**src/rtl/core/cgate_pkg.sv**
```systemverilog
// types, constants and helper functions of the credit gate
`timescale 1ns / 1ps

package cgate_pkg;

  // time and credit format
  localparam int TimeBits       = 32;
  localparam int CreditFracBits = 16;
  localparam int CreditBits     = CreditFracBits + 2;
  localparam logic [CreditBits-1:0] CreditOne = CreditBits'(1) << CreditFracBits;
  localparam logic [CreditBits-1:0] CreditCap = CreditOne << 1;

  // field widths
  localparam int NowBits     = 32;
  localparam int DelayBits   = 20;
  localparam int DivBits     = DelayBits + 1;
  localparam int RefillBits  = 10;
  localparam int RngBits     = 32;
  localparam int CfgIdxBits  = 3;
  localparam int CfgDataBits = 32;

  // refill window
  localparam int WinMax   = 100000;
  localparam int WinBits  = $clog2(WinMax + 1);
  localparam int ProdBits = WinBits + RefillBits;
  localparam int SumBits  = ((ProdBits > CreditBits) ? ProdBits : CreditBits) + 1;

  // reset values of the registers
  localparam logic                   EnableRst    = 1'b0;
  localparam logic [DelayBits-1:0]   OnsetMinRst  = DelayBits'(1000);
  localparam logic [DelayBits-1:0]   OnsetMaxRst  = DelayBits'(3000);
  localparam logic [DelayBits-1:0]   OffsetMinRst = DelayBits'(2000);
  localparam logic [DelayBits-1:0]   OffsetMaxRst = DelayBits'(6000);
  localparam logic [RefillBits-1:0]  RefillRst    = RefillBits'(32);
  localparam logic [RngBits-1:0]     SeedRst      = 32'hA5C37E91;
  localparam logic [RngBits-1:0]     SeedFallback = 32'hA5C37E91;

  typedef logic [TimeBits-1:0] time_t;

  typedef enum logic {
    OP_SEND = 1'b0,
    OP_STOP = 1'b1
  } opcode_e;

  typedef enum logic [CfgIdxBits-1:0] {
    REG_ENABLE     = 3'd0,
    REG_ONSET_MIN  = 3'd1,
    REG_ONSET_MAX  = 3'd2,
    REG_OFFSET_MIN = 3'd3,
    REG_OFFSET_MAX = 3'd4,
    REG_REFILL     = 3'd5,
    REG_RNG_SEED   = 3'd6
  } cfg_reg_e;

  typedef enum logic [3:0] {
    ST_IDLE,
    ST_DISPATCH,
    ST_DRAW,
    ST_MOD,
    ST_DEADLINE,
    ST_ONSET,
    ST_MUL,
    ST_CREDIT,
    ST_EMIT
  } state_e;

  // start and finish strobes of a serial unit
  typedef struct packed {
    logic start;
  } unit_cmd_t;

  typedef struct packed {
    logic done;
  } unit_sts_t;

  // xorshift32 with shifts 13, 17, 5
  function automatic logic [RngBits-1:0] xorshift(input logic [RngBits-1:0] x);
    logic [RngBits-1:0] y;
    y = x ^ (x << 13);
    y = y ^ (y >> 17);
    y = y ^ (y << 5);
    return y;
  endfunction

  // now earlier than deadline, by the sign of the wrapping difference
  function automatic logic is_before(input time_t now, input time_t dl);
    time_t diff;
    diff = now - dl;
    return diff[TimeBits-1];
  endfunction

endpackage

```
**src/rtl/core/cgate_rem.sv**
```systemverilog
// bit-serial restoring remainder unit, one dividend bit per cycle
`timescale 1ns / 1ps

module cgate_rem (
  input  logic                                clk_i,
  input  logic                                rst_ni,
  input  cgate_pkg::unit_cmd_t                cmd_i,
  input  logic [cgate_pkg::RngBits-1:0]       dividend_i,
  input  logic [cgate_pkg::DivBits-1:0]       divisor_i,
  output cgate_pkg::unit_sts_t                sts_o,
  output logic [cgate_pkg::DelayBits-1:0]     rem_o
);

  localparam int CntBits = $clog2(cgate_pkg::RngBits + 1);

  logic                             busy_q;
  logic                             done_q;
  logic [CntBits-1:0]               cnt_q;
  logic [cgate_pkg::RngBits-1:0]    shf_q;
  logic [cgate_pkg::DivBits-1:0]    rem_q;
  logic [cgate_pkg::DivBits-1:0]    div_q;
  logic [cgate_pkg::DivBits:0]      trial;
  logic                             fits;
  logic [cgate_pkg::DivBits-1:0]    rem_d;

  // shift the next dividend bit in, subtract when the divisor fits
  always_comb begin
    trial = {rem_q, shf_q[cgate_pkg::RngBits-1]};
    fits  = trial >= {1'b0, div_q};
    if (fits) begin
      rem_d = cgate_pkg::DivBits'(trial - {1'b0, div_q});
    end else begin
      rem_d = trial[cgate_pkg::DivBits-1:0];
    end
  end

  always_ff @(posedge clk_i or negedge rst_ni) begin
    if (!rst_ni) begin
      busy_q <= 1'b0;
      done_q <= 1'b0;
      cnt_q  <= '0;
    end else begin
      done_q <= 1'b0;
      if (cmd_i.start) begin
        busy_q <= 1'b1;
        cnt_q  <= CntBits'(cgate_pkg::RngBits);
      end else if (busy_q) begin
        cnt_q <= cnt_q - CntBits'(1);
        if (cnt_q == CntBits'(1)) begin
          busy_q <= 1'b0;
          done_q <= 1'b1;
        end
      end
    end
  end

  always_ff @(posedge clk_i) begin
    if (cmd_i.start) begin
      shf_q <= dividend_i;
      rem_q <= '0;
      div_q <= divisor_i;
    end else if (busy_q) begin
      shf_q <= shf_q << 1;
      rem_q <= rem_d;
    end
  end

  assign sts_o.done = done_q;
  assign rem_o      = rem_q[cgate_pkg::DelayBits-1:0];

endmodule

```
**src/rtl/core/cgate_mul.sv**
```systemverilog
// bit-serial shift-add multiplier, one multiplier bit per cycle
`timescale 1ns / 1ps

module cgate_mul (
  input  logic                                clk_i,
  input  logic                                rst_ni,
  input  cgate_pkg::unit_cmd_t                cmd_i,
  input  logic [cgate_pkg::WinBits-1:0]       mcand_i,
  input  logic [cgate_pkg::RefillBits-1:0]    mplier_i,
  output cgate_pkg::unit_sts_t                sts_o,
  output logic [cgate_pkg::ProdBits-1:0]      prod_o
);

  localparam int CntBits = $clog2(cgate_pkg::RefillBits + 1);

  logic                               busy_q;
  logic                               done_q;
  logic [CntBits-1:0]                 cnt_q;
  logic [cgate_pkg::ProdBits-1:0]     acc_q;
  logic [cgate_pkg::ProdBits-1:0]     mcand_q;
  logic [cgate_pkg::RefillBits-1:0]   mplier_q;

  always_ff @(posedge clk_i or negedge rst_ni) begin
    if (!rst_ni) begin
      busy_q <= 1'b0;
      done_q <= 1'b0;
      cnt_q  <= '0;
    end else begin
      done_q <= 1'b0;
      if (cmd_i.start) begin
        busy_q <= 1'b1;
        cnt_q  <= CntBits'(cgate_pkg::RefillBits);
      end else if (busy_q) begin
        cnt_q <= cnt_q - CntBits'(1);
        if (cnt_q == CntBits'(1)) begin
          busy_q <= 1'b0;
          done_q <= 1'b1;
        end
      end
    end
  end

  always_ff @(posedge clk_i) begin
    if (cmd_i.start) begin
      acc_q    <= '0;
      mcand_q  <= cgate_pkg::ProdBits'(mcand_i);
      mplier_q <= mplier_i;
    end else if (busy_q) begin
      if (mplier_q[0]) begin
        acc_q <= acc_q + mcand_q;
      end
      mcand_q  <= mcand_q << 1;
      mplier_q <= mplier_q >> 1;
    end
  end

  assign sts_o.done = done_q;
  assign prod_o     = acc_q;

endmodule

```
**src/rtl/core/credit_gate_with_onset_offset_delay.sv**
```systemverilog
// top level of the credit gate with random onset and offset delay
// bypassed and immediate queries go from accept through dispatch and emit to the result;
//   a send query that draws an onset delay and refills credit also runs the serial units
// the serial remainder unit and the serial multiplier set the worst case
// throughput: one transaction in flight; the next is taken the cycle after its result is registered
// reset: registers take their default values and the gate state is cleared
`timescale 1ns / 1ps

module credit_gate_with_onset_offset_delay (
  input  logic                                  clk_i,
  input  logic                                  rst_ni,
  // configuration write port
  input  logic                                  cfg_we_i,
  input  logic [cgate_pkg::CfgIdxBits-1:0]      cfg_index_i,
  input  logic [cgate_pkg::CfgDataBits-1:0]     cfg_data_i,
  // query channel
  input  logic                                  in_valid_i,
  output logic                                  in_ready_o,
  input  logic                                  opcode_i,
  input  logic [cgate_pkg::NowBits-1:0]         now_us_i,
  input  logic                                  inject_pending_i,
  input  logic                                  buttons_changed_i,
  // result channel
  output logic                                  out_valid_o,
  input  logic                                  out_ready_i,
  output logic                                  allow_o
);

  // configuration registers
  logic                               enable_q;
  logic [cgate_pkg::DelayBits-1:0]    onset_min_q;
  logic [cgate_pkg::DelayBits-1:0]    onset_max_q;
  logic [cgate_pkg::DelayBits-1:0]    offset_min_q;
  logic [cgate_pkg::DelayBits-1:0]    offset_max_q;
  logic [cgate_pkg::RefillBits-1:0]   refill_q;
  logic [cgate_pkg::RngBits-1:0]      seed_q;

  // gate state
  logic [cgate_pkg::RngBits-1:0]      rng_q;
  logic                               burst_q;
  logic                               stop_pend_q;
  logic [cgate_pkg::CreditBits-1:0]   credit_q;
  logic                               grant_vld_q;
  cgate_pkg::time_t                   onset_dl_q;
  cgate_pkg::time_t                   stop_dl_q;
  cgate_pkg::time_t                   last_grant_q;

  // transaction in flight
  cgate_pkg::state_e                  state_q, state_d;
  cgate_pkg::opcode_e                 op_q;
  cgate_pkg::time_t                   now_q;
  logic                               pend_q;
  logic                               btn_q;
  logic [cgate_pkg::DelayBits-1:0]    delay_q;
  logic                               res_q;

  // output register
  logic                               out_valid_q;
  logic                               allow_q;

  // serial units
  cgate_pkg::unit_cmd_t               rem_cmd, mul_cmd;
  cgate_pkg::unit_sts_t               rem_sts, mul_sts;
  logic [cgate_pkg::DelayBits-1:0]    rem;
  logic [cgate_pkg::ProdBits-1:0]     prod;

  // datapath helpers
  logic [cgate_pkg::DelayBits-1:0]    lo, hi;
  logic                               no_draw;
  logic [cgate_pkg::RngBits-1:0]      rng_next;
  logic [cgate_pkg::DivBits-1:0]      span;
  cgate_pkg::time_t                   deadline;
  logic                               onset_wait;
  logic                               stop_wait;
  cgate_pkg::time_t                   dt_full;
  logic [cgate_pkg::WinBits-1:0]      dt;
  logic [cgate_pkg::SumBits-1:0]      credit_sum;
  logic [cgate_pkg::CreditBits-1:0]   credit_sat;
  logic                               credit_ok;
  logic                               emit_go;
  logic                               cfg_hit;
  logic [cgate_pkg::RngBits-1:0]      seed_new;

  // delay bounds follow the query kind
  always_comb begin
    if (op_q == cgate_pkg::OP_STOP) begin
      lo = offset_min_q;
      hi = offset_max_q;
    end else begin
      lo = onset_min_q;
      hi = onset_max_q;
    end
    no_draw  = hi <= lo;
    rng_next = cgate_pkg::xorshift(rng_q);
    span     = cgate_pkg::DivBits'(hi) - cgate_pkg::DivBits'(lo) + cgate_pkg::DivBits'(1);
    deadline = now_q + cgate_pkg::TimeBits'(delay_q);
  end

  // deadline checks and credit arithmetic
  always_comb begin
    onset_wait = cgate_pkg::is_before(now_q, onset_dl_q);
    stop_wait  = cgate_pkg::is_before(now_q, stop_dl_q);
    // refill window is zero until the first grant, then capped
    dt_full    = grant_vld_q ? (now_q - last_grant_q) : '0;
    if (dt_full > cgate_pkg::TimeBits'(cgate_pkg::WinMax)) begin
      dt = cgate_pkg::WinBits'(cgate_pkg::WinMax);
    end else begin
      dt = dt_full[cgate_pkg::WinBits-1:0];
    end
    credit_sum = cgate_pkg::SumBits'(credit_q) + cgate_pkg::SumBits'(prod);
    if (credit_sum > cgate_pkg::SumBits'(cgate_pkg::CreditCap)) begin
      credit_sat = cgate_pkg::CreditCap;
    end else begin
      credit_sat = credit_sum[cgate_pkg::CreditBits-1:0];
    end
    credit_ok = credit_sat >= cgate_pkg::CreditOne;
  end

  // result register is free or being drained this cycle
  assign emit_go = !out_valid_q || out_ready_i;

  // next state
  always_comb begin
    state_d = state_q;
    unique case (state_q)
      cgate_pkg::ST_IDLE: begin
        if (in_valid_i) begin
          state_d = cgate_pkg::ST_DISPATCH;
        end
      end
      cgate_pkg::ST_DISPATCH: begin
        priority if (!enable_q) begin
          state_d = cgate_pkg::ST_EMIT;
        end else if (op_q == cgate_pkg::OP_SEND) begin
          priority if (!pend_q || btn_q) begin
            state_d = cgate_pkg::ST_EMIT;
          end else if (!burst_q) begin
            state_d = cgate_pkg::ST_DRAW;
          end else begin
            state_d = cgate_pkg::ST_ONSET;
          end
        end else if (!stop_pend_q) begin
          state_d = cgate_pkg::ST_DRAW;
        end else begin
          state_d = cgate_pkg::ST_EMIT;
        end
      end
      cgate_pkg::ST_DRAW: begin
        state_d = no_draw ? cgate_pkg::ST_DEADLINE : cgate_pkg::ST_MOD;
      end
      cgate_pkg::ST_MOD: begin
        if (rem_sts.done) begin
          state_d = cgate_pkg::ST_DEADLINE;
        end
      end
      cgate_pkg::ST_DEADLINE: begin
        state_d = (op_q == cgate_pkg::OP_SEND) ? cgate_pkg::ST_ONSET : cgate_pkg::ST_EMIT;
      end
      cgate_pkg::ST_ONSET: begin
        state_d = onset_wait ? cgate_pkg::ST_EMIT : cgate_pkg::ST_MUL;
      end
      cgate_pkg::ST_MUL: begin
        if (mul_sts.done) begin
          state_d = cgate_pkg::ST_CREDIT;
        end
      end
      cgate_pkg::ST_CREDIT: begin
        state_d = cgate_pkg::ST_EMIT;
      end
      cgate_pkg::ST_EMIT: begin
        if (emit_go) begin
          state_d = cgate_pkg::ST_IDLE;
        end
      end
      default: begin
        state_d = cgate_pkg::ST_IDLE;
      end
    endcase
  end

  // control outputs
  always_comb begin
    in_ready_o    = state_q == cgate_pkg::ST_IDLE;
    rem_cmd.start = (state_q == cgate_pkg::ST_DRAW) && !no_draw;
    mul_cmd.start = (state_q == cgate_pkg::ST_ONSET) && !onset_wait;
  end

  // config write to a listed register
  always_comb begin
    cfg_hit  = 1'b0;
    seed_new = seed_q;
    if (cfg_we_i) begin
      unique case (cfg_index_i)
        cgate_pkg::REG_ENABLE,
        cgate_pkg::REG_ONSET_MIN,
        cgate_pkg::REG_ONSET_MAX,
        cgate_pkg::REG_OFFSET_MIN,
        cgate_pkg::REG_OFFSET_MAX,
        cgate_pkg::REG_REFILL: begin
          cfg_hit = 1'b1;
        end
        cgate_pkg::REG_RNG_SEED: begin
          cfg_hit  = 1'b1;
          seed_new = cfg_data_i[cgate_pkg::RngBits-1:0];
        end
        default: begin
          cfg_hit = 1'b0;
        end
      endcase
    end
  end

  // control state, config registers and gate state
  always_ff @(posedge clk_i or negedge rst_ni) begin
    if (!rst_ni) begin
      state_q      <= cgate_pkg::ST_IDLE;
      out_valid_q  <= 1'b0;
      enable_q     <= cgate_pkg::EnableRst;
      onset_min_q  <= cgate_pkg::OnsetMinRst;
      onset_max_q  <= cgate_pkg::OnsetMaxRst;
      offset_min_q <= cgate_pkg::OffsetMinRst;
      offset_max_q <= cgate_pkg::OffsetMaxRst;
      refill_q     <= cgate_pkg::RefillRst;
      seed_q       <= cgate_pkg::SeedRst;
      rng_q        <= cgate_pkg::SeedRst;
      burst_q      <= 1'b0;
      stop_pend_q  <= 1'b0;
      credit_q     <= cgate_pkg::CreditOne;
      grant_vld_q  <= 1'b0;
    end else begin
      state_q <= state_d;

      // result register drains on its own handshake
      if (state_q == cgate_pkg::ST_EMIT && emit_go) begin
        out_valid_q <= 1'b1;
      end else if (out_ready_i) begin
        out_valid_q <= 1'b0;
      end

      unique case (state_q)
        cgate_pkg::ST_DISPATCH: begin
          if (enable_q) begin
            if (op_q == cgate_pkg::OP_SEND) begin
              if (!pend_q && !btn_q) begin
                // nothing to send closes the burst
                burst_q <= 1'b0;
              end else begin
                stop_pend_q <= 1'b0;
                if (!btn_q && !burst_q) begin
                  burst_q <= 1'b1;
                end
              end
            end else if (!stop_pend_q) begin
              stop_pend_q <= 1'b1;
            end else if (!stop_wait) begin
              // offset delay ran out, stop goes through
              stop_pend_q <= 1'b0;
              burst_q     <= 1'b0;
            end
          end
        end
        cgate_pkg::ST_DRAW: begin
          if (!no_draw) begin
            rng_q <= rng_next;
          end
        end
        cgate_pkg::ST_CREDIT: begin
          if (credit_ok) begin
            credit_q    <= credit_sat - cgate_pkg::CreditOne;
            grant_vld_q <= 1'b1;
          end else begin
            credit_q <= credit_sat;
          end
        end
        default: begin
        end
      endcase

      // config write sets the register and restarts the gate
      if (cfg_hit) begin
        unique case (cfg_index_i)
          cgate_pkg::REG_ENABLE:     enable_q     <= cfg_data_i[0];
          cgate_pkg::REG_ONSET_MIN:  onset_min_q  <= cfg_data_i[cgate_pkg::DelayBits-1:0];
          cgate_pkg::REG_ONSET_MAX:  onset_max_q  <= cfg_data_i[cgate_pkg::DelayBits-1:0];
          cgate_pkg::REG_OFFSET_MIN: offset_min_q <= cfg_data_i[cgate_pkg::DelayBits-1:0];
          cgate_pkg::REG_OFFSET_MAX: offset_max_q <= cfg_data_i[cgate_pkg::DelayBits-1:0];
          cgate_pkg::REG_REFILL:     refill_q     <= cfg_data_i[cgate_pkg::RefillBits-1:0];
          cgate_pkg::REG_RNG_SEED:   seed_q       <= seed_new;
          default: begin
          end
        endcase
        // zero seed would lock the generator
        rng_q       <= (seed_new == '0) ? cgate_pkg::SeedFallback : seed_new;
        burst_q     <= 1'b0;
        stop_pend_q <= 1'b0;
        credit_q    <= cgate_pkg::CreditOne;
        grant_vld_q <= 1'b0;
      end
    end
  end

  // payload registers
  always_ff @(posedge clk_i) begin
    if (in_valid_i && in_ready_o) begin
      op_q   <= cgate_pkg::opcode_e'(opcode_i);
      now_q  <= cgate_pkg::TimeBits'(now_us_i);
      pend_q <= inject_pending_i;
      btn_q  <= buttons_changed_i;
    end
    if (state_q == cgate_pkg::ST_EMIT && emit_go) begin
      allow_q <= res_q;
    end
    unique case (state_q)
      cgate_pkg::ST_DISPATCH: begin
        // immediate answers; drawing paths set the result later
        if (!enable_q) begin
          res_q <= 1'b1;
        end else if (op_q == cgate_pkg::OP_SEND) begin
          res_q <= 1'b1;
        end else begin
          res_q <= !stop_wait;
        end
      end
      cgate_pkg::ST_DRAW: begin
        if (no_draw) begin
          delay_q <= lo;
        end
      end
      cgate_pkg::ST_MOD: begin
        if (rem_sts.done) begin
          delay_q <= lo + rem;
        end
      end
      cgate_pkg::ST_DEADLINE: begin
        if (op_q == cgate_pkg::OP_SEND) begin
          onset_dl_q <= deadline;
        end else begin
          stop_dl_q <= deadline;
          res_q     <= 1'b0;
        end
      end
      cgate_pkg::ST_ONSET: begin
        if (onset_wait) begin
          res_q <= 1'b0;
        end
      end
      cgate_pkg::ST_CREDIT: begin
        res_q <= credit_ok;
        if (credit_ok) begin
          last_grant_q <= now_q;
        end
      end
      default: begin
      end
    endcase
  end

  // random delay: rng word modulo the span, one bit per cycle
  cgate_rem u_rem (
    .clk_i      (clk_i),
    .rst_ni     (rst_ni),
    .cmd_i      (rem_cmd),
    .dividend_i (rng_next),
    .divisor_i  (span),
    .sts_o      (rem_sts),
    .rem_o      (rem)
  );

  // refill amount: elapsed window times refill rate
  cgate_mul u_mul (
    .clk_i    (clk_i),
    .rst_ni   (rst_ni),
    .cmd_i    (mul_cmd),
    .mcand_i  (dt),
    .mplier_i (refill_q),
    .sts_o    (mul_sts),
    .prod_o   (prod)
  );

  assign out_valid_o = out_valid_q;
  assign allow_o     = allow_q;

endmodule

```
**config.mk**
```make
export PLATFORM = sky130hd
export DESIGN_NAME = credit_gate_with_onset_offset_delay
export DESIGN_NICKNAME = d
export VERILOG_FILES = /design/src/rtl/core/cgate_pkg.sv /design/src/rtl/core/cgate_rem.sv /design/src/rtl/core/cgate_mul.sv /design/src/rtl/core/credit_gate_with_onset_offset_delay.sv
export SDC_FILE = /design/constraint.sdc
export NUM_CORES = 1
export LEC_CHECK = 0
export BUFFER_PORTS_ARGS = -buffer_cell sky130_fd_sc_hd__buf_2
export CORE_MARGIN = 5
export CORE_UTILIZATION = 64
export DETAILED_ROUTE_END_ITERATION = 10
export PLACE_DENSITY = 0.81
export RECOVER_POWER = 100
export REMOVE_ABC_BUFFERS = 1
export SLEW_MARGIN = 20
export SYNTH_ARGS = -nofsm -noshare
export SYNTH_HDL_FRONTEND = slang
export SYNTH_HIERARCHICAL = 1
export SYNTH_SLANG_ARGS = --single-unit
```
**constraint.sdc**
```tcl
create_clock -name clk_i -period 9.93 [get_ports clk_i]
set_input_delay 1.986 -clock clk_i [delete_from_list [all_inputs] [get_ports clk_i]]
set_output_delay 1.986 -clock clk_i [all_outputs]
set_load 0.005 [all_outputs]
```
==> run metrics <==
Lkg Pwr 14.3 nW; RSZ-0062 raised after global routing no; DR iter-0 viols 1942; postcts setup bufs 0; Final Hold Vio Count 0; Yosys top cell by area edfxtp_1; TritonCTS buffer count 52; Initial Util 0.644; Setup Skew 0.0272 ns; FP Rows 80; DRC 0; slowest CP cell clkbuf_1; Max Slew Vio Count 390; WL met1 31100 um; main flop type after synthesis edfxtp_1; Final min period 7.21 ns; Design Area, Final 33100 sq um; met3 WL 4120 um; Async S/R FF share, synth 0.401; gr usage total 0.283; Seq/Total Area, Yosys 0.428; Netlist cell types 111; warning count from the yosys run 6; Post-synth EDFFs 233; top area cells in the synthesized netlist edfxtp_1, dfrtp_1, ha_1; core area 47500 sq um; Via Count 23100; total grt overflow 0; Fmax achieved 139 MHz; post_cts resized 0; critical setup path kind reg2reg; max-cap viol count 11; CP Capture Type flip-flop; Detailed Routing Iterations Pass 1 6; endpoints failing setup 0; Cell Area, Synth 30600 sq um; CTS tree built; top routing layer in use met5; Max Fanout on Critical Path 53; peak supply drop 228 uV; status finished, violations left; Die W 229 um; cts hold-fix bufs 0; largest net degree at the start of global routing 129; CTS Root Cell clkbuf_16; Top Ports 78; Max transition margin -1.70; H-tree levels 2; Hold/Removal Path Class reg2reg; Yosys top cell area share 0.229; #FFs+latches synth 486; syn_area_per_cell 10.3 sq um; CP startpoint kind flip-flop; Worst Tran Pin Value 4.05 ns; most frequent cell after synthesis inv_1; first-pass GRT wire length 122000 um; post-DP HPWL 54800 um; number of global-route vias before repair 23400; met2 WL post-DR 37800 um; CTS clk-pin slew, worst paths 0.06 ns; Max stage delay on crit path 2.21 ns; DIE HEIGHT 229 um; top cells by count, synth inv_1, ha_1, edfxtp_1; Worst Path Arrival 7.48 ns; final wirelength 76000 um; layout cells sized above 1 0.142; PD cells 273 nW/um^2; worst-path cell chain clkbuf_1 > mux2i_1 > ha_1 > nand2_1 > nor4_1 > nand2_1 > a21oi_1 > nand4b_1 > o21ai_0 > nor4_1 > buf_4 > nor2_1 > inv_1 > buf_4; nets@finish 3331; Die Area 52300 sq um; Clock Sinks 486; CTS Buffer Depth 3; vias per cell 6.30; Routed WL per cell 20.8 um; Final Cycle Share 0.726; Placed Area 31400 sq um; Layout Area Growth over Synthesis 8.21%; Mapped Cells 2964; CP top delay family buffers and inverters; Tot Pwr 9.05 mW; port buffer count 77; ANT nets after route 0; initial antenna violation count 3; worst-skew pair later-pin latency 0.63 ns; violated checks max-capacitance violations, max-slew violations; WP buf/inv 4; gp weighted congestion 0.959; WP data required 10.20 ns
routing by layer:
metal,vias to the layer above,global-route usage
li1,10800,-
met1,11300,0.361
met2,834,0.492
met3,195,0.0406
met4,4,0.106
met5,-,0
kinds of logic (layout without fill, tap and decap cells):
group	count (synthesis)	count (layout)	share of synthesized area
xor+xnor	197	197	0.0564
flops	486	486	0.428
buf+inv	389	469	0.0531
simple gates	699	699	0.115
fa+ha+maj	256	256	0.109
other cells	0	1	0
mux	252	252	0.0894
compound gates	685	685	0.149
metrics by stage:
stage | cells | worst slack (ns) | utilization | hold slack (ns) | TNS, ns
finish | 3660 | 2.72 | 0.697 | 0.423 | 0
CTS | 3659 | 4.95 | 0.699 | 0.426 | 0
floorplan | 2851 | -5.80 | - | 0.400 | -632.27
global route | 3659 | 2.39 | 0.697 | 0.439 | 0
global placement | 3561 | 4.94 | 0.660 | 0.409 | 0
detailed placement | 3561 | 4.93 | 0.660 | 0.412 | 0
placed cells by master, fill, tap and decap left out, types with 26 or more instances in the layout:
master,synthesis,final
a31oi_1,26,26
dfrtp_1,133,133
edfxtp_1,233,233
ha_1,240,240
xor2_1,78,78
a211oi_1,36,36
xnor2_1,119,119
mux2_2,169,164
mux2i_1,82,82
nor3_1,44,42
dfstp_2,62,62
dfxtp_1,58,58
nor2_1,194,194
inv_1,275,275
clkbuf_16,0,53
a21oi_1,227,227
nand2b_1,42,42
nand3_1,52,52
buf_2,3,65
a21o_1,59,59
nand2_1,153,153
clkbuf_1,66,34
nand4_1,36,36
o21ai_0,99,101
worst reg2reg max path, stage by stage (launching register included):
cell	delay (ns)
edfxtp_1	0.32
clkbuf_1	2.22
mux2i_1	0.76
ha_1	0.56
nand2_1	0.08
nor4_1	0.48
nand2_1	0.14
a21oi_1	0.14
nand4b_1	0.11
o21ai_0	0.20
nor4_1	0.39
buf_4	0.57
nor2_1	0.35
inv_1	0.12
buf_4	0.40
power breakdown:
group / internal, mW / leakage (nW) / switching, mW
clock: 1.24 / 0.896 / 0.853
combinational: 1.58 / 8.46 / 2.30
sequential: 2.70 / 4.90 / 0.377
total: 5.52 / 14.3 / 3.53
registers in the layout, summed over array words and instances, names as in the netlist, 21 cells and up:
name,cells
stop_dl_q,32
last_grant_q,32
u_rem/div_q,21
onset_dl_q,32
seed_q,32
u_mul/prod_o,27
now_q,32
u_mul/mcand_q,27
u_rem/rem_q,21
rng_q,32
u_rem/shf_q,32
cell type report:
| class | count | area (sq um) |
|---|---|---|
| multi-input cells | 2089 | 15900 |
| diodes | 1 | 2.50 |
| inverters | 276 | 1040 |
| clock buffers | 66 | 1400 |
| repair buffers | 95 | 470 |
| flip-flops and latches | 486 | 13100 |
| clock inverters | 32 | 449 |
| well taps | 615 | 769 |
| fillers | 3478 | 14400 |
worst paths after layout:
kind	start	endpoint	slack [ns]	depth (start not counted)
worst min-delay path	res_q	allow_o	0.42	0
worst min register to register	res_q	allow_o	0.42	0
max in group asynchronous	rst_ni	out_valid_o	4.02	2
worst max register to register	op_q	u_rem/shf_q[10]	2.72	14
min in group asynchronous	rst_ni	seed_q[20]	1.50	1
worst max-delay path	op_q	u_rem/shf_q[10]	2.72	14
(Power assumes the default switching activity.)
